`config.mk`:
```
export PLATFORM = sky130hd
export DESIGN_NAME = hub_status_endpoint_descriptor_parser
export DESIGN_NICKNAME = d
export VERILOG_FILES = /design/src/sv/hsedp_pkg.sv /design/src/sv/hub_status_endpoint_descriptor_parser.sv
export SDC_FILE = /design/constraint.sdc
export NUM_CORES = 1
export LEC_CHECK = 0
export ABC_CLOCK_PERIOD_IN_PS = 8850
export BUFFER_PORTS_ARGS = -buffer_cell sky130_fd_sc_hd__buf_4
export CAP_MARGIN = 40
export CELL_PAD_IN_SITES_DETAIL_PLACEMENT = 1
export CELL_PAD_IN_SITES_GLOBAL_PLACEMENT = 1
export CORE_ASPECT_RATIO = 0.7
export CORE_MARGIN = 8
export CORE_UTILIZATION = 46
export DETAILED_ROUTE_END_ITERATION = 10
export PLACE_DENSITY = 0.79
export SETUP_SLACK_MARGIN = 0.4
export SYNTH_ARGS = -nofsm -noshare
export SYNTH_HDL_FRONTEND = slang
export SYNTH_SLANG_ARGS = --single-unit
```
`constraint.sdc`:
```
create_clock -name clk_i -period 8.85 [get_ports clk_i]
set_input_delay 0 -clock clk_i [delete_from_list [all_inputs] [get_ports clk_i]]
set_output_delay 0 -clock clk_i [all_outputs]
set_load 0.02 [all_outputs]
```
`src/sv/hsedp_pkg.sv`:
```
// constants for the hub status endpoint descriptor parser
// standalone package, no dependencies

package hsedp_pkg;

  // largest descriptor set the parser walks
  localparam logic [7:0] MaxSetBytes      = 8'd255;
  // smallest legal total length of a set
  localparam logic [7:0] MinTotalLength   = 8'd9;
  // smallest length of a standard descriptor header
  localparam logic [7:0] MinHeaderLength  = 8'd2;
  // descriptor lengths needed to trust interface and endpoint fields
  localparam logic [7:0] MinIfLength      = 8'd9;
  localparam logic [7:0] MinEpLength      = 8'd7;

  // descriptor type codes
  localparam logic [7:0] DescTypeConfig   = 8'h02;
  localparam logic [7:0] DescTypeIf       = 8'h04;
  localparam logic [7:0] DescTypeEp       = 8'h05;
  // interface class code of a hub
  localparam logic [7:0] HubClassCode     = 8'h09;
  // interrupt transfer type in bmAttributes
  localparam logic [1:0] XferInterrupt    = 2'b11;

  // byte positions inside the set
  localparam logic [7:0] PosTotalLow      = 8'd2;
  localparam logic [7:0] PosTotalHigh     = 8'd3;
  localparam logic [7:0] PosLast          = 8'hFF;

  // byte offsets inside one descriptor
  localparam logic [7:0] OffLength        = 8'd0;
  localparam logic [7:0] OffType          = 8'd1;
  localparam logic [7:0] OffEpAddr        = 8'd2;
  localparam logic [7:0] OffEpAttr        = 8'd3;
  localparam logic [7:0] OffEpSizeLow     = 8'd4;
  localparam logic [7:0] OffEpSizeHigh    = 8'd5;
  localparam logic [7:0] OffIfClass       = 8'd5;

  // reset value of the status byte count register
  localparam logic [3:0] StatusBytesReset = 4'd1;

  // result outcome codes
  localparam logic OutcomeBound    = 1'b0;
  localparam logic OutcomeRejected = 1'b1;

endpackage

```
`src/sv/hub_status_endpoint_descriptor_parser.sv`:
```
// hub status endpoint descriptor parser, top level
// depends on hsedp_pkg
//
//  port group       | direction | handshake                  | payload
//  -----------------+-----------+----------------------------+----------------------------
//  input bytes      | in        | in_valid_i / in_ready_o    | data_byte_i, first_byte_i
//  results          | out       | out_valid_o / out_ready_i  | outcome_o, endpoint_number_o,
//                   |           |                            | packet_size_o
//  config register  | in        | status_bytes_we_i          | status_bytes_i
//
// one byte per cycle: a transaction loads the input register, the byte is parsed by
// combinational logic while it sits in the input register and any result is written to
// the result register on an edge where the result side can advance.
// the input register stalls only while it holds a byte, a result waits and out_ready_i
// is low. reset is asynchronous, active low, and leaves the parser idle until a byte
// with first_byte_i set arrives; status_bytes resets to 1.

module hub_status_endpoint_descriptor_parser #(
  parameter logic [7:0] MaxSetBytes = hsedp_pkg::MaxSetBytes
) (
  input  logic       clk_i,
  input  logic       rst_ni,
  // input byte channel
  input  logic       in_valid_i,
  output logic       in_ready_o,
  input  logic [7:0] data_byte_i,
  input  logic       first_byte_i,
  // configuration
  input  logic       status_bytes_we_i,
  input  logic [3:0] status_bytes_i,
  // result channel
  output logic       out_valid_o,
  input  logic       out_ready_i,
  output logic       outcome_o,
  output logic [3:0] endpoint_number_o,
  output logic [7:0] packet_size_o
);

  // input register
  logic       in_valid_q;
  logic [7:0] in_data_q;
  logic       in_first_q;

  // result register
  logic       out_valid_q;
  logic       outcome_q;
  logic [3:0] ep_num_q;
  logic [7:0] max_pkt_q;

  // config register
  logic [3:0] status_bytes_q;

  // parse state
  logic [7:0] byte_pos_q,  byte_pos_d;
  logic [7:0] total_q,     total_d;
  logic [7:0] hdr_pos_q,   hdr_pos_d;
  logic [7:0] desc_len_q,  desc_len_d;
  logic [7:0] desc_type_q, desc_type_d;
  logic       in_hub_q,    in_hub_d;
  logic [7:0] ep_addr_q,   ep_addr_d;
  logic       ep_cand_q,   ep_cand_d;
  logic [7:0] size_low_q,  size_low_d;
  logic       finished_q,  finished_d;

  // parse step outputs
  logic       advance;
  logic       decide;
  logic       reject;
  logic [3:0] res_ep_num;
  logic [7:0] res_max_pkt;

  // state seen by the current byte, after a restart on first_byte
  logic [7:0] cur_pos, cur_total, cur_hdr, cur_len, cur_type, cur_addr, cur_size_low;
  logic       cur_hub, cur_cand, cur_fin;
  logic [7:0] offset;
  logic [7:0] len_eff;
  logic [8:0] next_hdr;
  logic [8:0] hdr_plus_len;
  logic [8:0] hdr_plus_data;

  // handshake
  assign advance    = !out_valid_q || out_ready_i;
  assign in_ready_o = !in_valid_q || advance;

  assign out_valid_o       = out_valid_q;
  assign outcome_o         = outcome_q;
  assign endpoint_number_o = ep_num_q;
  assign packet_size_o     = max_pkt_q;

  // restart view of the state
  always_comb begin
    if (in_first_q) begin
      cur_pos      = '0;
      cur_total    = '0;
      cur_hdr      = '0;
      cur_len      = '0;
      cur_type     = '0;
      cur_hub      = 1'b0;
      cur_addr     = '0;
      cur_cand     = 1'b0;
      cur_size_low = '0;
      cur_fin      = 1'b0;
    end else begin
      cur_pos      = byte_pos_q;
      cur_total    = total_q;
      cur_hdr      = hdr_pos_q;
      cur_len      = desc_len_q;
      cur_type     = desc_type_q;
      cur_hub      = in_hub_q;
      cur_addr     = ep_addr_q;
      cur_cand     = ep_cand_q;
      cur_size_low = size_low_q;
      cur_fin      = finished_q;
    end
  end

  assign offset        = cur_pos - cur_hdr;
  assign hdr_plus_len  = {1'b0, cur_hdr} + {1'b0, cur_len};
  assign hdr_plus_data = {1'b0, cur_hdr} + {1'b0, in_data_q};

  // parse one byte
  always_comb begin
    byte_pos_d  = cur_pos;
    total_d     = cur_total;
    hdr_pos_d   = cur_hdr;
    desc_len_d  = cur_len;
    desc_type_d = cur_type;
    in_hub_d    = cur_hub;
    ep_addr_d   = cur_addr;
    ep_cand_d   = cur_cand;
    size_low_d  = cur_size_low;
    finished_d  = cur_fin;
    decide      = 1'b0;
    reject      = 1'b1;
    res_ep_num  = '0;
    res_max_pkt = '0;
    len_eff     = cur_len;
    next_hdr    = '0;

    if (!cur_fin) begin
      // total length bytes
      if (cur_pos == hsedp_pkg::PosTotalLow) begin
        total_d = in_data_q;
      end
      if (cur_pos == hsedp_pkg::PosTotalHigh) begin
        if (in_data_q != 8'd0 || cur_total < hsedp_pkg::MinTotalLength ||
            {1'b0, cur_total} > {1'b0, MaxSetBytes}) begin
          decide = 1'b1;
        end
      end

      // header length checks
      if (offset == hsedp_pkg::OffLength) begin
        desc_len_d = in_data_q;
        len_eff    = in_data_q;
        if (in_data_q < hsedp_pkg::MinHeaderLength) begin
          decide = 1'b1;
        end
        if (cur_pos >= hsedp_pkg::PosTotalHigh && hdr_plus_data > {1'b0, total_d}) begin
          decide = 1'b1;
        end
      end else if (cur_pos == hsedp_pkg::PosTotalHigh &&
                   hdr_plus_len > {1'b0, cur_total}) begin
        decide = 1'b1;
      end

      // descriptor body
      if (offset == hsedp_pkg::OffType) begin
        desc_type_d = in_data_q;
        ep_cand_d   = 1'b0;
        if (in_data_q == hsedp_pkg::DescTypeIf) begin
          in_hub_d = 1'b0;
        end
      end else if (offset > hsedp_pkg::OffType) begin
        if (cur_type == hsedp_pkg::DescTypeIf) begin
          if (offset == hsedp_pkg::OffIfClass && cur_len >= hsedp_pkg::MinIfLength) begin
            in_hub_d = (in_data_q == hsedp_pkg::HubClassCode);
          end
        end else if (cur_type == hsedp_pkg::DescTypeEp) begin
          if (offset == hsedp_pkg::OffEpAddr) begin
            ep_addr_d = in_data_q;
          end else if (offset == hsedp_pkg::OffEpAttr) begin
            ep_cand_d = cur_hub && cur_len >= hsedp_pkg::MinEpLength && cur_addr[7] &&
                        in_data_q[1:0] == hsedp_pkg::XferInterrupt;
          end else if (offset == hsedp_pkg::OffEpSizeLow) begin
            size_low_d = in_data_q;
          end else if (offset == hsedp_pkg::OffEpSizeHigh && cur_cand && !decide) begin
            // bound endpoint decides the set either way
            decide = 1'b1;
            if (cur_addr[3:0] != 4'd0 && in_data_q[2:0] == 3'd0 &&
                cur_size_low >= {4'd0, status_bytes_q}) begin
              reject      = 1'b0;
              res_ep_num  = cur_addr[3:0];
              res_max_pkt = cur_size_low;
            end
          end
        end
      end

      // end of descriptor, step to next header
      if ({1'b0, offset} + 9'd1 == {1'b0, len_eff}) begin
        next_hdr = {1'b0, cur_hdr} + {1'b0, len_eff};
        if (cur_pos >= hsedp_pkg::PosTotalHigh &&
            {1'b0, next_hdr} + 10'd2 > {2'd0, total_d}) begin
          decide = 1'b1;
        end
        hdr_pos_d = next_hdr[7:0];
      end

      // set too long
      if (cur_pos == hsedp_pkg::PosLast) begin
        decide = 1'b1;
      end
      byte_pos_d = cur_pos + 8'd1;
      if (decide) begin
        finished_d = 1'b1;
      end
    end
  end

  // control and parse state
  always_ff @(posedge clk_i or negedge rst_ni) begin
    if (!rst_ni) begin
      in_valid_q     <= 1'b0;
      out_valid_q    <= 1'b0;
      status_bytes_q <= hsedp_pkg::StatusBytesReset;
      byte_pos_q     <= '0;
      total_q        <= '0;
      hdr_pos_q      <= '0;
      desc_len_q     <= '0;
      desc_type_q    <= '0;
      in_hub_q       <= 1'b0;
      ep_addr_q      <= '0;
      ep_cand_q      <= 1'b0;
      size_low_q     <= '0;
      finished_q     <= 1'b1;
    end else begin
      if (status_bytes_we_i) begin
        status_bytes_q <= status_bytes_i;
      end
      if (in_ready_o) begin
        in_valid_q <= in_valid_i;
      end
      if (advance) begin
        out_valid_q <= in_valid_q && decide;
      end
      if (in_valid_q && advance) begin
        byte_pos_q  <= byte_pos_d;
        total_q     <= total_d;
        hdr_pos_q   <= hdr_pos_d;
        desc_len_q  <= desc_len_d;
        desc_type_q <= desc_type_d;
        in_hub_q    <= in_hub_d;
        ep_addr_q   <= ep_addr_d;
        ep_cand_q   <= ep_cand_d;
        size_low_q  <= size_low_d;
        finished_q  <= finished_d;
      end
    end
  end

  // payload registers
  always_ff @(posedge clk_i) begin
    if (in_ready_o && in_valid_i) begin
      in_data_q  <= data_byte_i;
      in_first_q <= first_byte_i;
    end
    if (in_valid_q && advance && decide) begin
      outcome_q <= reject ? hsedp_pkg::OutcomeRejected : hsedp_pkg::OutcomeBound;
      ep_num_q  <= res_ep_num;
      max_pkt_q <= res_max_pkt;
    end
  end

endmodule

```
# Word-level counts from Yosys, hierarchy flattened

Cells that the tools add are included.

Bits in registers: 87
Logic and storage cells: 160
Output and inout bits: 15
Bits of input ports: 18

Muxes and demuxes: 81
Eq/ne operators: 14
Bitwise gates (word level): 4
$add $sub $neg: 7
Magnitude comparators: 10
Reduce and logical (&&, ||, !) cells: 26

Operators by type and width:

| kind                                                              | number |
|---|---|
| two-way mux 8 bit                                                 | 32 |
| two-way mux 1 bit                                                 | 49 |
| == test 8 x 3 -> 1 bit, second input constant                     | 5 |
| == test 8 x 2 -> 1 bit, second input constant                     | 4 |
| adder 8 x 8 -> 9 bit                                              | 3 |
| > comparator 9 x 8 -> 1 bit                                       | 2 |
| logical AND 1 bit                                                 | 15 |
| adder 9 x 2 -> 10 bit, second input constant                      | 1 |
| > comparator 10 x 8 -> 1 bit                                      | 1 |
| OR reduction 10 bit                                               | 1 |
| adder 8 x 1 -> 9 bit, second input constant                       | 1 |
| == test 9 x 8 -> 1 bit                                            | 1 |
| adder 8 x 1 -> 8 bit, second input constant                       | 1 |
| == test 8 x 1 -> 1 bit, second input constant                     | 1 |
| == test 8 x 4 -> 1 bit, second input constant                     | 1 |
| == test 8 bit, second input constant                              | 1 |
| greater-or-equal comparator 8 x 2 -> 1 bit, second input constant | 1 |
| greater-or-equal comparator 8 x 3 -> 1 bit, second input constant | 1 |
| greater-or-equal comparator 8 x 4 -> 1 bit                        | 1 |
| greater-or-equal comparator 8 x 4 -> 1 bit, second input constant | 1 |
| > comparator 8 x 1 -> 1 bit, second input constant                | 1 |
| logical NOT 8 bit                                                 | 1 |
| less-than comparator 8 x 2 -> 1 bit, second input constant        | 1 |
| less-than comparator 8 x 4 -> 1 bit, second input constant        | 1 |
| other kinds (8)                                                   | 15 |

# Longest topological paths before layout

Depth after elaboration: 25
Gate-level depth with buffers: 34
Depth with buffers taken out: 31

# Worst setup path before layout

OpenSTA, ideal clock, no wires.

Path kind: flip-flop to flip-flop
Start: register in_first_q
End: register ep_num_q[0], in the netlist endpoint_number_o[0], enable pin
Slack: 1424 ps
Data required time: 8492 ps
Clock period less this slack: 7426 ps
Stages on the path, launching flop included: 32
Arrival: 7068 ps
Buffers on the path: 6
Setup time: 358 ps
Cell sequence: edfxtp_1 -> buf_6 -> clkbuf_1 -> clkbuf_1 -> clkbuf_1 -> clkbuf_1 -> nor2b_1 -> ha_1 -> nand3b_1 -> a2111oi_2 -> a211oi_1 -> and2_0 -> or4b_4 -> nor4_4 -> buf_4 -> mux2i_1 -> inv_1 -> ha_1 -> a21o_1 -> a21oi_1 -> o21ai_0 -> a21oi_1 -> xnor2_1 -> and3b_1 -> xor2_1 -> ha_1 -> nand4_1 -> o22ai_1 -> nor2_1 -> o21ai_0 -> nor3_1 -> o21a_1

Longest elaborated chain between the ends: 25
Elaborated cells between the ends (all ways): 63
Classes of those cells: 6 x add/sub; 6 x order compare; 11 x eq/ne; 31 x mux; 9 x reduce/logical

Ends and longest elaborated chain:

| element                                                        | line                                         | source |
|---|---|---|
| from (decl)                                                    | hub_status_endpoint_descriptor_parser.sv:42  | `logic in_first_q;` |
| from (signal assigned)                                         | hub_status_endpoint_descriptor_parser.sv:266 | `in_first_q <= first_byte_i;` |
| branches (longest 23 deep; another with adder 9 x 2 -> 10 bit) | n/a                                          |  |
| two-way mux 1 bit (*)                                          | hub_status_endpoint_descriptor_parser.sv:140 | `if (!cur_fin) begin` |
| logical AND 1 bit (*)                                          | hub_status_endpoint_descriptor_parser.sv:268 | `if (in_valid_q && advance && decide) begin` |
| to (signal assigned)                                           | hub_status_endpoint_descriptor_parser.sv:270 | `ep_num_q <= res_ep_num;` |
| to (decl)                                                      | hub_status_endpoint_descriptor_parser.sv:47  | `logic [3:0] ep_num_q;` |

Mark *: on every way between the ends. The select of a mux whose other input is x is not followed.
A chain may end at the register's enable or synchronous reset.

# Worst setup path after layout

Same ends and word-level chain as after synthesis.

==> summary.md <==
| Metric | Value |
|---|---|
| Outcome | `completed` |
| CTS Buf Count | `9` |
| Dpl ws | `approximately 0.70 ns` |
| CP max FO | `17` |
| Setup crit start | `in_first_q$_DFFE_PP_` |
| Number of global-route vias before repair | `about 6,500` |
| CTS max path bufs | `2` |
| Sw frac | `0.490` |
| Worst R2R Setup Slack | `around 0.84 ns` |
| Detail Route Antenna Nets | `0` |
| Setup total negative slack | `0 ns` |
| Cell depth of the worst setup path | `30` |
| Max stage delay on crit path | `around 0.60 ns` |
| GR peak layer | `met2` |
| Pin count of the biggest net entering global routing | `62` |
| Area Overhead vs Synth | `14.5%` |
| Post-DP HPWL | `approximately 17,000 um` |
| Die H | `117 um` |
| Final instance area | `about 7700 um2` |
| Yosys top cell by area | `dfrtp_1` |
| Worst Reg2Reg Path Length in Cells | `30` |
| Seq cells post-synth | `84` |
| Final Wtd Congestion | `about 0.92` |
| Max-slew violations | `0` |
| Final hold violation count | `0` |
| CTS sink cnt | `84` |
| Comb power frac | `0.624` |
| Met1 Resource Use GR | `0.333` |
| CTS root buf | `clkbuf_16` |
| Layout Skew | `~0.0075 ns` |
| Slew @ Worst Pin | `between 0.8 and 0.9 ns` |
| MaxCap Viol Count | `0` |
| Die W | `between 150 and 200 um` |
| First-pass GRT wire length | `36,100 um` |
| Number of synthesized flops with an enable pin | `22` |
| CP delay by family, top | `compound AO/OA/AOI/OAI gates` |
| Ant diodes | `0` |
| Netlist cell types | `about 80` |
| CP arrival | `about 8 ns` |
| Fin crit period | `between 8 and 9 ns` |
| Setup Viol. Count Final | `0` |
| Total grt overflow | `0` |
| Critical R2R Capture | `endpoint_number_o[0]$_SDFFCE_PP0P_` |
| Post-DP Area | `between 7000 and 8000 um2` |
| Post-Synthesis Cells | `748` |
| Remaining routing DRC violations | `0` |
| Finished Core Util | `0.530` |
| Commonest non-fill, non-tap cell in the layout | `nand2_1` |
| Maximum clock frequency | `~120 MHz` |
| Internal power | `about 1.3 mW` |
| Clock power frac | `0.152` |
| RSZ-0062 raised after global routing | `false` |
| Worst setup path endpoint | `endpoint_number_o[0]$_SDFFCE_PP0P_` |
| GR Util met2 | `0.393` |
| WL final | `22,500 um` |
| Slack of the critical path | `between 0.8 and 0.9 ns` |
| Layout cells sized above 1 | `0.0957` |
| Cell area after synthesis | `between 6000 and 7000 um2` |
| Drt pass-1 iters | `5` |
| Met3 usage | `0.0447` |
| I/O Buffers | `32` |
| Die Area | `18,800 um2` |
| Worst-path clk slew | `approximately 0.070 ns` |
| YS warnings | `0` |
| Starting Density | `0.463` |
| Pleak | `~3.5 nW` |
| WP buf/inv | `3` |
| Boundary pin count | `33` |
| Row count | `37` |
| CTS tree | `done` |
| Slowest CP cell | `or4b_4` |
| Slew margin rel. | `0.431` |
| Final period util | `0.906` |
| Critical Path Sink Type | `flop` |
| Fin cells | `around 990` |
| Synth Flop Type | `dfrtp_1` |
| PwrDens | `~340 nW/um2` |
| Syn_nets | `approximately 830` |
| DR vias/cell | `around 6.2` |
| CP startpoint kind | `flop` |
| Max VDD drop | `~0.14 mV` |
| Most frequent cells in the layout | `nand2_1 (79), ha_1 (64), dfrtp_1 (60)` |
| Post-synth top area share | `0.224` |
| Placeable Area | `approximately 14,000 um2` |
| Cells after DPL | `roughly 950` |
| Hold/Removal Path Class | `in -> reg` |
| Via count | `6,155` |
| Dominant cells by area after synthesis | `dfrtp_1 (22%), ha_1 (12%), edfxtp_1 (9.9%)` |
| Crit Path Class | `reg -> reg` |
| FF-to-FF Start | `in_first_q$_DFFE_PP_` |
| Post-Syn Area per Cell | `8.96 um2` |
| Initial drt markers | `between 500 and 600` |
| P_sw | `between 1 and 1.5 mW` |
| Asr flop ratio synth | `0.738` |
| Initial antenna violation count | `0` |
| Later-pin clock latency in the skew report | `roughly 0.36 ns` |
| H-Tree Depth | `3` |
| Seq/Total Area, Yosys | `0.330` |
| Seq pwr share | `0.223` |
| Wire per inst | `between 20 and 25 um` |
| Nets@finish | `just under 900` |
| GRT Overall Usage | `0.246` |
| Required @ worst endpoint | `8.92 ns` |
[registers in the layout, summed over array words and instances (netlist names), 4 cells and up]
name,count
ep_addr_q,5
desc_len_q,8
in_data_q,8
size_low_q,8
total_q,8
status_bytes_q,4
packet_size_o,8
desc_type_q,8
endpoint_number_o,4
hdr_pos_q,8
byte_pos_q,8
[power groups by stage]
stage               Clock (mW)  Sequential [mW]  Combinational [mW]
floorplan                    0            0.554                1.18
global placement             0            0.589                1.51
detailed placement           0            0.595                1.59
CTS                      0.407            0.589                1.61
global route             0.421            0.602                1.79
finish                   0.403            0.590                1.65
[how the worst min path moves through the flow]
stage	from	to	cells after the start
global route	out_ready_i	out_valid_o$_DFFE_PN0P_	3
detailed placement	rst_ni	desc_len_q[6]$_DFFE_PN0P_	1
global placement	rst_ni	desc_len_q[6]$_DFFE_PN0P_	1
finish	out_ready_i	out_valid_o$_DFFE_PN0P_	3
floorplan	rst_ni	byte_pos_q[0]$_DFFE_PN0P_	0
CTS	out_ready_i	out_valid_o$_DFFE_PN0P_	3
[Yosys cell counts, types with 3 or more instances]
cell type,instances
nor4_1,9
a22oi_1,3
nor3b_1,3
o21bai_1,10
o211ai_1,3
xor2_1,13
o21ai_1,3
buf_2,6
inv_1,47
nand2_1,79
nand3_1,10
mux2i_1,9
a32oi_1,8
ha_1,64
fa_1,4
o21a_1,12
clkbuf_1,24
a21o_1,8
a21oi_1,27
nor2_1,45
a221oi_1,3
or4_1,7
nor3_1,13
mux2_2,4
a31oi_1,11
and2_1,16
edfxtp_1,22
and3_1,11
o21ai_0,50
nor2b_1,22
o31ai_1,6
o311a_1,3
nand4_1,11
nand2b_1,12
a22o_1,23
a211oi_1,5
xnor2_1,28
dfrtp_1,60
o22ai_1,3
[per-stage QoR]
step | power, mW | hold slack [ns]
final | 2.64 | 0.0139
after global routing | 2.82 | 0.0334
after CTS | 2.61 | 0.00797
after detailed placement | 2.18 | -0.198
after global placement | 2.10 | 0.159
after floorplan | 1.74 | -0.296
[timing repair]
action                                  4_1_cts  5_1_grt
hold endpoints to repair                     76        0
hold buffers                                 24        0
resized for setup                             0        2
buffers inserted                              0        0
endpoints found under the setup margin        0       13
[metal layers]
layer | up-vias | share of wire
met1 | 3112 | 0.46
met4 | 0 | 0.018
li1 | 2794 | -
met5 | - | 0
met3 | 32 | 0.062
met2 | 217 | 0.46
[worst min-delay path, cell delays in order]
cell and delay, ns:
buf_4 0.08, nand2b_1 0.15, o211ai_2 0.10
[area by class of cell]
type / count / area (um2)
fillers: 1676 / 6820
clock inverters: 7 / 80.1
clock buffers: 9 / 225
inverters: 47 / 176
well taps: 195 / 244
flip-flops and latches: 84 / 2210
multi-input cells: 583 / 4170
repair buffers: 64 / 561
[kinds of logic (layout without fill, tap and decap cells)]
group	count (synthesis)	after routing	share of synthesized area
and+or+nand+nor	257	257	0.201
AOI/OAI and AO/OA	200	200	0.206
DFF	84	84	0.330
buffers and inverters	81	127	0.0481
adders and majority gates	69	69	0.133
xor gates and xnor gates	44	44	0.0608
muxes	13	13	0.0202
Power figures use the tool's default switching activity.
